===== src/sv/afrd_pkg.sv =====
// ----------------------------------------------------------------------------
// afrd_pkg
// Types and constants shared by the escaped API frame receiver.
// ----------------------------------------------------------------------------
package afrd_pkg;

  localparam logic [7:0] StartDelim = 8'h7E;
  localparam logic [7:0] EscMark    = 8'h7D;
  localparam logic [7:0] CheckGood  = 8'hFF;

  // Escaped codes and the bytes they stand for.
  localparam logic [7:0] EscXon     = 8'h31;
  localparam logic [7:0] RawXon     = 8'h11;
  localparam logic [7:0] EscXoff    = 8'h33;
  localparam logic [7:0] RawXoff    = 8'h13;
  localparam logic [7:0] EscDelim   = 8'h5E;
  localparam logic [7:0] EscEsc     = 8'h5D;

  // Position of the length bytes, counted after the byte is stored.
  localparam int unsigned LenHighCount = 2;
  localparam int unsigned LenLowCount  = 3;
  localparam int unsigned DataStartPos = 3;
  localparam int unsigned FrameOverhead = 4;

  typedef enum logic [1:0] {
    EvStored   = 2'd0,
    EvEscape   = 2'd1,
    EvDropped  = 2'd2,
    EvConflict = 2'd3
  } afrd_event_e;

  typedef struct packed {
    afrd_event_e event_res;
    logic [7:0]  data_byte;
    logic [7:0]  position;
    logic        frame_end;
    logic        checksum_ok;
    logic        bad_escape;
    logic        overflow_reset;
    logic [15:0] frame_length;
  } afrd_result_t;

endpackage


===== src/sv/afrd_if.sv =====
// ----------------------------------------------------------------------------
// afrd_rx_if / afrd_res_if
// Valid/ready channels of the frame receiver: raw bytes in, status out.
// ----------------------------------------------------------------------------
interface afrd_rx_if;
  logic       valid;
  logic       ready;
  logic [7:0] rx_byte;

  modport source (output valid, output rx_byte, input ready);
  modport sink   (input valid, input rx_byte, output ready);
endinterface

interface afrd_res_if;
  logic        valid;
  logic        ready;
  logic [1:0]  event_res;
  logic [7:0]  data_byte;
  logic [7:0]  position;
  logic        frame_end;
  logic        checksum_ok;
  logic        bad_escape;
  logic        overflow_reset;
  logic [15:0] frame_length;

  modport source (
    output valid, output event_res, output data_byte, output position,
    output frame_end, output checksum_ok, output bad_escape,
    output overflow_reset, output frame_length, input ready
  );
  modport sink (
    input valid, input event_res, input data_byte, input position,
    input frame_end, input checksum_ok, input bad_escape,
    input overflow_reset, input frame_length, output ready
  );
endinterface


===== src/sv/api_frame_receive_deframer_unit.sv =====
// ----------------------------------------------------------------------------
// api_frame_receive_deframer_unit
// Escaped API frame receiver: one status result for every received byte.
// ----------------------------------------------------------------------------
// Each transfer on rx_i carries one raw serial byte and produces exactly one
// status transfer on res_o, in order. A byte is registered on entry, decoded
// in a single pass through afrd_step while the frame state updates, and the
// status lands in an output register. One byte can be taken every cycle while
// res_o is not stalling, limited only by the one-byte frame state loop.
// The input side keeps accepting while a finished result waits, as long as
// the output register drains in the same cycle.
module api_frame_receive_deframer_unit import afrd_pkg::*; #(
  parameter int unsigned BUFFER_BYTES = 256
) (
  input  logic      clk_i,
  input  logic      rst_ni,
  afrd_rx_if.sink   rx_i,
  afrd_res_if.source res_o
);

  localparam int unsigned CntW = $clog2(BUFFER_BYTES + 1);

  logic            in_valid_q;
  logic [7:0]      in_byte_q;
  logic            out_valid_q;
  afrd_result_t    out_q;
  afrd_result_t    step_res;

  logic            receiving_q, receiving_d;
  logic            escape_q, escape_d;
  logic [CntW-1:0] count_q, count_d;
  logic [7:0]      len_high_q, len_high_d;
  logic [15:0]     decl_len_q, decl_len_d;
  logic [7:0]      sum_q, sum_d;

  logic advance;
  logic in_ready;

  assign advance  = in_valid_q && (!out_valid_q || res_o.ready);
  assign in_ready = !in_valid_q || advance;
  assign rx_i.ready = in_ready;

  afrd_step #(
    .BUFFER_BYTES(BUFFER_BYTES)
  ) u_step (
    .byte_i      (in_byte_q),
    .receiving_i (receiving_q),
    .escape_i    (escape_q),
    .count_i     (count_q),
    .len_high_i  (len_high_q),
    .decl_len_i  (decl_len_q),
    .sum_i       (sum_q),
    .receiving_o (receiving_d),
    .escape_o    (escape_d),
    .count_o     (count_d),
    .len_high_o  (len_high_d),
    .decl_len_o  (decl_len_d),
    .sum_o       (sum_d),
    .res_o       (step_res)
  );

  always_ff @(posedge clk_i or negedge rst_ni) begin
    if (!rst_ni) begin
      in_valid_q  <= 1'b0;
      out_valid_q <= 1'b0;
      receiving_q <= 1'b0;
      escape_q    <= 1'b0;
      count_q     <= '0;
      len_high_q  <= '0;
      decl_len_q  <= '0;
      sum_q       <= '0;
    end else begin
      if (in_ready) begin
        in_valid_q <= rx_i.valid;
      end
      if (advance) begin
        out_valid_q <= 1'b1;
        receiving_q <= receiving_d;
        escape_q    <= escape_d;
        count_q     <= count_d;
        len_high_q  <= len_high_d;
        decl_len_q  <= decl_len_d;
        sum_q       <= sum_d;
      end else if (res_o.ready) begin
        out_valid_q <= 1'b0;
      end
    end
  end

  always_ff @(posedge clk_i) begin
    if (in_ready && rx_i.valid) begin
      in_byte_q <= rx_i.rx_byte;
    end
    if (advance) begin
      out_q <= step_res;
    end
  end

  assign res_o.valid          = out_valid_q;
  assign res_o.event_res      = out_q.event_res;
  assign res_o.data_byte      = out_q.data_byte;
  assign res_o.position       = out_q.position;
  assign res_o.frame_end      = out_q.frame_end;
  assign res_o.checksum_ok    = out_q.checksum_ok;
  assign res_o.bad_escape     = out_q.bad_escape;
  assign res_o.overflow_reset = out_q.overflow_reset;
  assign res_o.frame_length   = out_q.frame_length;

  // The byte count never runs past the buffer capacity.
  assert property (@(posedge clk_i) disable iff (!rst_ni)
    32'(count_q) <= BUFFER_BYTES)
    else $error("byte count exceeds buffer capacity");

  // A completed frame is always reported on a stored byte.
  assert property (@(posedge clk_i) disable iff (!rst_ni)
    out_valid_q && out_q.frame_end |-> out_q.event_res == EvStored)
    else $error("frame end on a byte that was not stored");

  // A good checksum is only reported together with a frame end.
  assert property (@(posedge clk_i) disable iff (!rst_ni)
    out_valid_q && out_q.checksum_ok |-> out_q.frame_end)
    else $error("checksum flag without frame end");

  // Finishing a frame leaves the receiver idle.
  assert property (@(posedge clk_i) disable iff (!rst_ni)
    advance && step_res.frame_end |=> !receiving_q)
    else $error("receiver still active after frame end");

endmodule


===== src/sv/afrd_step.sv =====
// ----------------------------------------------------------------------------
// afrd_step
// Next-state and status logic for one received byte.
// ----------------------------------------------------------------------------
module afrd_step import afrd_pkg::*; #(
  parameter int unsigned BUFFER_BYTES = 256,
  localparam int unsigned CntW = $clog2(BUFFER_BYTES + 1)
) (
  input  logic [7:0]      byte_i,
  input  logic            receiving_i,
  input  logic            escape_i,
  input  logic [CntW-1:0] count_i,
  input  logic [7:0]      len_high_i,
  input  logic [15:0]     decl_len_i,
  input  logic [7:0]      sum_i,
  output logic            receiving_o,
  output logic            escape_o,
  output logic [CntW-1:0] count_o,
  output logic [7:0]      len_high_o,
  output logic [15:0]     decl_len_o,
  output logic [7:0]      sum_o,
  output afrd_result_t    res_o
);

  localparam int unsigned CmpW = (CntW > 17) ? CntW : 17;

  logic [CmpW-1:0] cnt_ext;
  logic [CmpW-1:0] cnt_inc;
  logic [CmpW-1:0] limit_old;
  logic [CmpW-1:0] limit_new;
  logic [CntW-1:0] cnt_start;
  logic            recv_start;
  logic            esc_start;
  logic [15:0]     decl_start;
  logic [7:0]      b;
  logic            bad;
  logic [7:0]      sum_new;
  logic [15:0]     decl_new;

  always_comb begin
    // A full buffer drops the frame before the byte is looked at.
    res_o = '0;
    res_o.event_res = EvDropped;
    if (CmpW'(count_i) >= CmpW'(BUFFER_BYTES)) begin
      cnt_start  = '0;
      recv_start = 1'b0;
      esc_start  = 1'b0;
      decl_start = '0;
      res_o.overflow_reset = 1'b1;
    end else begin
      cnt_start  = count_i;
      recv_start = receiving_i;
      esc_start  = escape_i;
      decl_start = decl_len_i;
    end

    cnt_ext   = CmpW'(cnt_start);
    cnt_inc   = cnt_ext + CmpW'(1);
    limit_old = CmpW'(decl_start) + CmpW'(FrameOverhead);

    b   = byte_i;
    bad = 1'b0;
    if (esc_start) begin
      case (byte_i)
        EscXon:   b = RawXon;
        EscXoff:  b = RawXoff;
        EscDelim: b = StartDelim;
        EscEsc:   b = EscMark;
        default:  bad = 1'b1;
      endcase
    end

    sum_new = (cnt_ext >= CmpW'(DataStartPos)) ? sum_i + b : sum_i;
    decl_new = (cnt_inc == CmpW'(LenLowCount)) ? {len_high_i, b} : decl_start;
    limit_new = CmpW'(decl_new) + CmpW'(FrameOverhead);

    receiving_o = recv_start;
    escape_o    = esc_start;
    count_o     = cnt_start;
    len_high_o  = len_high_i;
    decl_len_o  = decl_start;
    sum_o       = sum_i;

    if (cnt_ext > limit_old) begin
      receiving_o     = 1'b0;
      escape_o        = 1'b0;
      count_o         = '0;
      decl_len_o      = '0;
      res_o.event_res = EvConflict;
    end else if (byte_i == StartDelim && !esc_start) begin
      receiving_o     = 1'b1;
      escape_o        = 1'b0;
      count_o         = CntW'(1);
      len_high_o      = '0;
      decl_len_o      = '0;
      sum_o           = '0;
      res_o.event_res = EvStored;
      res_o.data_byte = byte_i;
    end else if (byte_i == EscMark) begin
      escape_o        = 1'b1;
      res_o.event_res = EvEscape;
    end else if (recv_start) begin
      escape_o         = 1'b0;
      count_o          = cnt_inc[CntW-1:0];
      sum_o            = sum_new;
      decl_len_o       = decl_new;
      if (cnt_inc == CmpW'(LenHighCount)) begin
        len_high_o = b;
      end
      if (cnt_inc == limit_new) begin
        receiving_o       = 1'b0;
        res_o.frame_end   = 1'b1;
        res_o.checksum_ok = (sum_new == CheckGood);
      end
      res_o.event_res  = EvStored;
      res_o.data_byte  = b;
      res_o.position   = cnt_ext[7:0];
      res_o.bad_escape = bad;
    end
    res_o.frame_length = decl_len_o;
  end

endmodule


===== src/flat_wrapper.sv =====
// flat-port wrapper written by rule: the top's interface ports become plain ports
module api_frame_receive_deframer_unit_flat import afrd_pkg::*;
#(
  parameter int unsigned BUFFER_BYTES = 256
)
  (clk_i, rst_ni, rx_i_valid, rx_i_rx_byte, rx_i_ready, res_o_valid, res_o_event_res, res_o_data_byte, res_o_position, res_o_frame_end, res_o_checksum_ok, res_o_bad_escape, res_o_overflow_reset, res_o_frame_length, res_o_ready);
  afrd_rx_if rx_i_i ();
  afrd_res_if res_o_i ();
  input  logic clk_i;
  input  logic rst_ni;
  input wire logic [$bits(rx_i_i.valid)-1:0] rx_i_valid;
  input wire logic [$bits(rx_i_i.rx_byte)-1:0] rx_i_rx_byte;
  output wire logic [$bits(rx_i_i.ready)-1:0] rx_i_ready;
  output wire logic [$bits(res_o_i.valid)-1:0] res_o_valid;
  output wire logic [$bits(res_o_i.event_res)-1:0] res_o_event_res;
  output wire logic [$bits(res_o_i.data_byte)-1:0] res_o_data_byte;
  output wire logic [$bits(res_o_i.position)-1:0] res_o_position;
  output wire logic [$bits(res_o_i.frame_end)-1:0] res_o_frame_end;
  output wire logic [$bits(res_o_i.checksum_ok)-1:0] res_o_checksum_ok;
  output wire logic [$bits(res_o_i.bad_escape)-1:0] res_o_bad_escape;
  output wire logic [$bits(res_o_i.overflow_reset)-1:0] res_o_overflow_reset;
  output wire logic [$bits(res_o_i.frame_length)-1:0] res_o_frame_length;
  input wire logic [$bits(res_o_i.ready)-1:0] res_o_ready;
  assign rx_i_i.valid = rx_i_valid;
  assign rx_i_i.rx_byte = rx_i_rx_byte;
  assign rx_i_ready = rx_i_i.ready;
  assign res_o_valid = res_o_i.valid;
  assign res_o_event_res = res_o_i.event_res;
  assign res_o_data_byte = res_o_i.data_byte;
  assign res_o_position = res_o_i.position;
  assign res_o_frame_end = res_o_i.frame_end;
  assign res_o_checksum_ok = res_o_i.checksum_ok;
  assign res_o_bad_escape = res_o_i.bad_escape;
  assign res_o_overflow_reset = res_o_i.overflow_reset;
  assign res_o_frame_length = res_o_i.frame_length;
  assign res_o_i.ready = res_o_ready;
  api_frame_receive_deframer_unit #(.BUFFER_BYTES(BUFFER_BYTES)) u_core (.clk_i(clk_i), .rst_ni(rst_ni), .rx_i(rx_i_i), .res_o(res_o_i));
endmodule

===== config.mk =====
export PLATFORM = sky130hd
export DESIGN_NAME = api_frame_receive_deframer_unit_flat
export DESIGN_NICKNAME = d
export VERILOG_FILES = /design/src/sv/afrd_pkg.sv /design/src/sv/afrd_if.sv /design/src/sv/api_frame_receive_deframer_unit.sv /design/src/sv/afrd_step.sv /design/src/flat_wrapper.sv
export SDC_FILE = /design/constraint.sdc
export NUM_CORES = 1
export LEC_CHECK = 0
export BUFFER_PORTS_ARGS = -buffer_cell sky130_fd_sc_hd__buf_2
export CAP_MARGIN = 40
export CORE_ASPECT_RATIO = 0.8
export CORE_MARGIN = 2
export CORE_UTILIZATION = 30
export DETAILED_ROUTE_END_ITERATION = 16
export GPL_TIMING_DRIVEN = 0
export PLACE_DENSITY = 0.53
export SLEW_MARGIN = 20
export SYNTH_ARGS = -nofsm -noshare
export SYNTH_HDL_FRONTEND = slang
export SYNTH_SLANG_ARGS = --single-unit

===== constraint.sdc =====
create_clock -name clk_i -period 8.07 [get_ports clk_i]
set_clock_uncertainty 0.2 [all_clocks]
set_input_delay 1.614 -clock clk_i [delete_from_list [all_inputs] [get_ports clk_i]]
set_output_delay 1.614 -clock clk_i [all_outputs]
set_load 0.02 [all_outputs]

# Word level (Yosys, flattened, before mapping)
# Index checks and enable logic that the tools add are counted.
# word_totals
regBits	91
inputBits	12
output_inout_bits	40
# op_classes
n_bitwise	4
n_eq_ne	11
addsub	4
muxes	42
reduce_logical	17
n_lt_le_gt_ge	3
# ops
operator	count
16-bit two-way mux	6
8-bit two-way mux	9
9-bit two-way mux	5
16-bit by 3-bit adder with 17-bit output, second input constant	2
8-bit by 7-bit == test with 1-bit output, second input constant	4
8-bit one-hot mux with 4 select lines	1
21-bit two-way mux	1
10-bit by 2-bit == test with 1-bit output, second input constant	2
19-bit two-way mux	1
10-bit by 17-bit == test with 1-bit output	1
9-bit by 17-bit > comparator with 1-bit output	1
8-bit by 6-bit == test with 1-bit output, second input constant	2
1-bit two-way mux	16
9-bit by 1-bit adder with 10-bit output, second input constant	1
10-bit two-way mux	1
5-bit OR reduction	2
9-bit by 2-bit greater-or-equal comparator with 1-bit output, second input constant	1
9-bit greater-or-equal comparator, second input constant	1
8-bit adder	1
8-bit == test, second input constant	1
4-bit OR reduction	2
2-bit nonzero test	3
5-bit AND reduction	1
2-bit two-way mux	2
6 further kinds	14

# Longest topological paths before layout
# logic_depth
word_depth	12
ltp_mapped	25

# Hierarchy
# Synthesis repeated with hierarchy kept, for this count alone.
# hier_totals
hier_cells	703
area_unflattened_um2	6725.2
# by_module_without_submodules
module	cells_per_inst	area_per_inst_um2	instances	seq_area_each_um2
afrd_step	558	3487.1	1	0.0
api_frame_receive_deframer_unit	145	3238.1	1	2507.4

# Worst setup path before layout
# No wires, ideal clock.
# synth_timing
kind	register -> register
startpoint	register u_core.count_q[8]
endpoint	register u_core.receiving_q
path_stages_with_launch	26
setup_time_ns	0.124
t_arrival_ns	4.618
slack_ns	3.128
n_path_buf	5
cell_sequence	dfrtp_1 inv_1 buf_2 nand2_1 inv_1 ha_1 buf_2 nand3_1 mux2i_2 o211ai_1 a2111oi_4 buf_6 buf_6 nand2_1 o21ai_0 ha_1 clkbuf_1 nand4_1 nor3_1 and3_1 xor2_1 a2111oi_0 a31oi_1 nor2_1 nand4_1 o31a_1
# synth_via
elab_chain_len	12
word_cells_on_any_way	20
classes_between	add/sub: 3; order compare: 2; eq/ne: 2; mux: 11; reduce/logical: 2
# synth_lines
item	line	source
from (decl)	api_frame_receive_deframer_unit.sv:31	logic [CntW-1:0] count_q, count_d;
from (signal assigned)	api_frame_receive_deframer_unit.sv:80	count_q <= count_d;
9-bit greater-or-equal comparator *	afrd_step.sv:44	if (CmpW'(count_i) >= CmpW'(BUFFER_BYTES)) begin
9-bit two-way mux *	afrd_step.sv:44	
named net u_core.u_step.cnt_start[0]	afrd_step.sv:31	logic [CntW-1:0] cnt_start;
9-bit by 1-bit adder with 10-bit output	afrd_step.sv:58	cnt_inc = cnt_ext + CmpW'(1);
10-bit by 2-bit == test with 1-bit output	afrd_step.sv:74	decl_new = (cnt_inc == CmpW'(LenLowCount)) ? {len_high_i, b} : decl_start;
16-bit two-way mux	afrd_step.sv:74	
16-bit by 3-bit adder with 17-bit output	afrd_step.sv:75	limit_new = CmpW'(decl_new) + CmpW'(FrameOverhead);
10-bit by 17-bit == test with 1-bit output	afrd_step.sv:110	if (cnt_inc == limit_new) begin
1-bit two-way mux	afrd_step.sv:110	
1-bit two-way mux	afrd_step.sv:102	end else if (recv_start) begin
1-bit two-way mux	afrd_step.sv:99	end else if (byte_i == EscMark) begin
1-bit two-way mux	afrd_step.sv:90	end else if (byte_i == StartDelim && !esc_start) begin
1-bit two-way mux *	afrd_step.sv:84	if (cnt_ext > limit_old) begin
to (signal assigned)	api_frame_receive_deframer_unit.sv:78	receiving_q <= receiving_d;
to (decl)	api_frame_receive_deframer_unit.sv:29	logic receiving_q, receiving_d;
# The timed path passes the listed nets; every way through them passes the cells marked *.
# A chain may end at the register's enable or synchronous reset.

# Worst setup path in the final report
# layout_timing
startpoint	register u_core.count_q[8]
endpoint	register u_core.out_q, in the netlist u_core.res_o.checksum_ok (data pin)
# layout_via
elab_chain_len	9
word_cells_on_any_way	22
classes_between	add/sub: 4; order compare: 3; eq/ne: 3; mux: 7; bitwise: 2; reduce/logical: 3
# layout_lines
item	line	source
9-bit greater-or-equal comparator *	afrd_step.sv:44	
9-bit two-way mux *	afrd_step.sv:44	
named net u_core.u_step.cnt_start[0]	afrd_step.sv:31	
9-bit by 1-bit adder with 10-bit output	afrd_step.sv:58	
10-bit by 2-bit == test with 1-bit output	afrd_step.sv:74	
16-bit two-way mux	afrd_step.sv:74	
16-bit by 3-bit adder with 17-bit output	afrd_step.sv:75	
10-bit by 17-bit == test with 1-bit output	afrd_step.sv:110	
1-bit inverter (no source line)	n/a	
5-bit OR reduction (no source line)	n/a	
to (signal assigned)	api_frame_receive_deframer_unit.sv:95	out_q <= step_res;
to (decl)	api_frame_receive_deframer_unit.sv:26	afrd_result_t out_q;
# Marks and branches as above.

==> results.py <==
metrics = {
    "floorplan": {
        "dieArea_mm2": 0.0212,
        "ioPinCount": 52,
        "start_util_pct": 30.5,
        "die_y_um": 131,
        "row_count": 46,
        "core_mm2": 0.0197,
        "die_w_um": 162,
    },
    "timing": {
        "hold_violations": 0,
        "finalSetupViolations": 0,
        "fin_tns_setup_ps": 0,
        "slew_viol_final": 0,
        "slew_headroom_pct": 44.0,
        "fin_crit_ps": 6750,
        "setup_ws_ps": 1320,
        "fin_hold_ws_ps": 306,
        "tightest_slew_ps": 833,
        "clock.fmax_mhz": 148,
        "fin_crit_sh_pct": 83.7,
        "rsz0062_at_grt": "false",
    },
    "synthesis": {
        "netlist_area_mm2": 0.00603,
        "synthMuxAreaShare_pct": 3.20,
        "netlist.area_leader.share_pct": 22.9,
        "avgSynthCellArea_um2": 9.06,
        "synth_xor_area_share_pct": 5.23,
        "synth-edff-count": 46,
        "ys_warn_count": 0,
        "yosysSeqAreaShare_pct": 41.6,
        "yosys.area_share.simple_pct": 23.3,
        "synth_top_area_cell": "edfxtp_1",
        "syn_inst": 665,
        "synth_nets": 699,
        "synth_area_leaders": "edfxtp_1, dfrtp_1, nand2_1",
        "synth_compound_area_share_pct": 16.0,
        "synth_seq_cells": 91,
        "async_flop_share_pct": 49.5,
        "synthFlopType": "edfxtp_1",
        "synthAdderAreaFrac_pct": 4.69,
        "yosysMostFrequentCell": "nand2_1",
        "synth_top_cells_by_count": "nand2_1, edfxtp_1, dfrtp_1",
        "synth_top_family_by_area": "simple AND/OR/NAND/NOR gates",
        "ys_types": 75,
    },
    "grt": {
        "grt_max_degree": 48,
        "grt_pass1_vias": 4877,
        "grt_usage_pct": 17.7,
        "grt_pass1_wl_mm": 28.5,
        "overflow": 0,
        "antenna_found_initial": 0,
    },
    "clock_tree": {
        "cts_setup_buffers": 0,
        "ctsRootBufferMaster": "clkbuf_16",
        "cts_hold_buf": 0,
        "clk_latency_ps": 360,
        "cts_inserted_buffers": 9,
        "worst_setup_hold_path_clk_slew_ps": 70,
        "h-tree-depth": 3,
        "cts_tree": "yes",
        "cts_num_sinks": 91,
        "cts_resized": 0,
        "cts.path.max_buffers": 2,
    },
    "placed_design": {
        "pre_cts_slack_ps": 1350,
        "routabilityCongestion": 0.863,
        "dp_cells": 980,
        "portBuffers": 51,
        "dpl.hpwl_mm": 13.5,
    },
    "critical_path": {
        "critPathBufInv": 7,
        "crit_path_end_kind": "flop",
        "cp_slowest_cell": "dfrtp_1",
        "cpLargestDelayFamily": "simple AND/OR/NAND/NOR gates",
        "worstPathMaxFanout": 10,
        "required_ps": 8020,
        "crit_type": "reg -> reg",
        "critPathArrivalTime_ps": 6710,
        "start_kind": "flop",
        "critical_path.max_stage_delay_ps": 580,
    },
    "cells_and_area": {
        "drive_above_1_share_pct": 15.7,
        "fin_cells": 996,
        "finalCoreUtilization_pct": 35.2,
        "area_delta_synth_final_pct": 15.3,
        "antenna_cells": 0,
        "nets": 761,
    },
    "power_and_ir_drop": {
        "peakVddDrop_mv": 0.0806,
        "p_leak_uw": 0.00289,
        "power_density_mw_per_mm2": 161,
    },
    "status": {
        "outcome": "finished clean",
    },
    "drt": {
        "via_per_inst": 5.24,
        "first_pass_iters": 5,
        "ant_nets": 0,
        "drt_iter0_markers": 523,
        "routed_wl_mm": 18.0,
        "wl_per_cell_um": 18.1,
        "drc_errors": 0,
        "vias": 5219,
    },
    "hold_path": {
        "hold_path_class": "reg -> reg",
    },
    "run": {
        "max_cap_viol_count": 0,
    },
}
cells by family after synthesis:
| group | Yosys count |
|---|---|
| and+or+nand+nor | 281 |
| AOI/OAI and AO/OA | 138 |
| DFF | 91 |
| buffers and inverters | 79 |
| xor gates and xnor gates | 36 |
| adders and majority gates | 22 |
| muxes | 17 |
| other | 1 |
power by group:
group	total [uW]	leakage [uW]	internal, uW	switching (uW)
sequential	522	0.00105	510	11.7
combinational	125	0.00169	36.3	88.3
clock	472	0.000157	282	190
total	1120	0.00289	828	290
routing by layer:
layer	global-route usage [%]	share of wire [%]
met5	0	0
met1	26.6	49
met3	3.09	7.2
met4	4.69	1.5
met2	26.3	42
registers in the layout, summed over array words and instances (netlist names):
| register | cells |
|---|---|
| u_core.count_q | 9 |
| u_core.decl_len_q | 16 |
| u_core.escape_q | 1 |
| u_core.in_byte_q | 8 |
| u_core.in_valid_q | 1 |
| u_core.len_high_q | 8 |
| u_core.receiving_q | 1 |
| u_core.res_o.bad_escape | 1 |
| u_core.res_o.checksum_ok | 1 |
| u_core.res_o.data_byte | 8 |
| u_core.res_o.event_res | 2 |
| u_core.res_o.frame_end | 1 |
| u_core.res_o.frame_length | 16 |
| u_core.res_o.overflow_reset | 1 |
| u_core.res_o.position | 8 |
| u_core.res_o.valid | 1 |
| u_core.sum_q | 8 |
worst paths after layout:
| check | startpoint | endpoint | slack [ps] | depth (start not counted) |
|---|---|---|---|---|
| max | u_core.count_q[8]$_DFFE_PN0P_ | u_core.res_o.checksum_ok$_SDFFCE_PP0P_ | 1320 | 25 |
| min | u_core.in_valid_q$_DFFE_PN0N_ | u_core.res_o.valid$_DFFE_PN0P_ | 310 | 1 |
| max reg2reg | u_core.count_q[8]$_DFFE_PN0P_ | u_core.res_o.checksum_ok$_SDFFCE_PP0P_ | 1320 | 25 |
| min reg2reg | u_core.in_valid_q$_DFFE_PN0N_ | u_core.res_o.valid$_DFFE_PN0P_ | 310 | 1 |
| max in group asynchronous | rst_ni | u_core.count_q[5]$_DFFE_PN0P_ | 6160 | 1 |
| min in group asynchronous | rst_ni | u_core.len_high_q[2]$_DFFE_PN0P_ | 1070 | 1 |
stage by stage:
stage / cell area (um^2) / total power (uW)
2_1_floorplan: 6030 / 607
3_3_place_gp: 6610 / 657
3_5_place_dp: 6620 / 656
4_1_cts: 6950 / 1130
5_1_grt: 6950 / 1160
6_report: 6950 / 1120
cell usage in the layout, fill, tap and decap left out, drive strengths merged, types with 7 or more instances in the layout:
cell / netlist / final
nor2: 44 / 44
a22o: 13 / 13
buf: 20 / 71
nand3: 28 / 28
edfxtp: 46 / 46
nor2b: 15 / 15
xor2: 15 / 15
xnor2: 21 / 21
o21ai: 33 / 33
and3: 9 / 9
dfrtp: 45 / 45
ha: 21 / 21
a31oi: 7 / 7
and2: 14 / 14
nand4: 14 / 14
a21oi: 34 / 34
inv: 29 / 31
o31ai: 12 / 12
clkbuf: 30 / 41
mux2i: 11 / 11
nand2: 105 / 105
nor3: 13 / 13
layout make-up:
type / instances / area (um^2)
clock inverters: 5 / 85.1
clock buffers: 11 / 243
plain buffers: 50 / 251
inverters: 29 / 109
fillers: 2071 / 12800
well taps: 264 / 330
flip-flops and latches: 91 / 2510
repair buffers: 51 / 258
multi-input cells: 495 / 3170
Power figures use the tool's default switching activity.
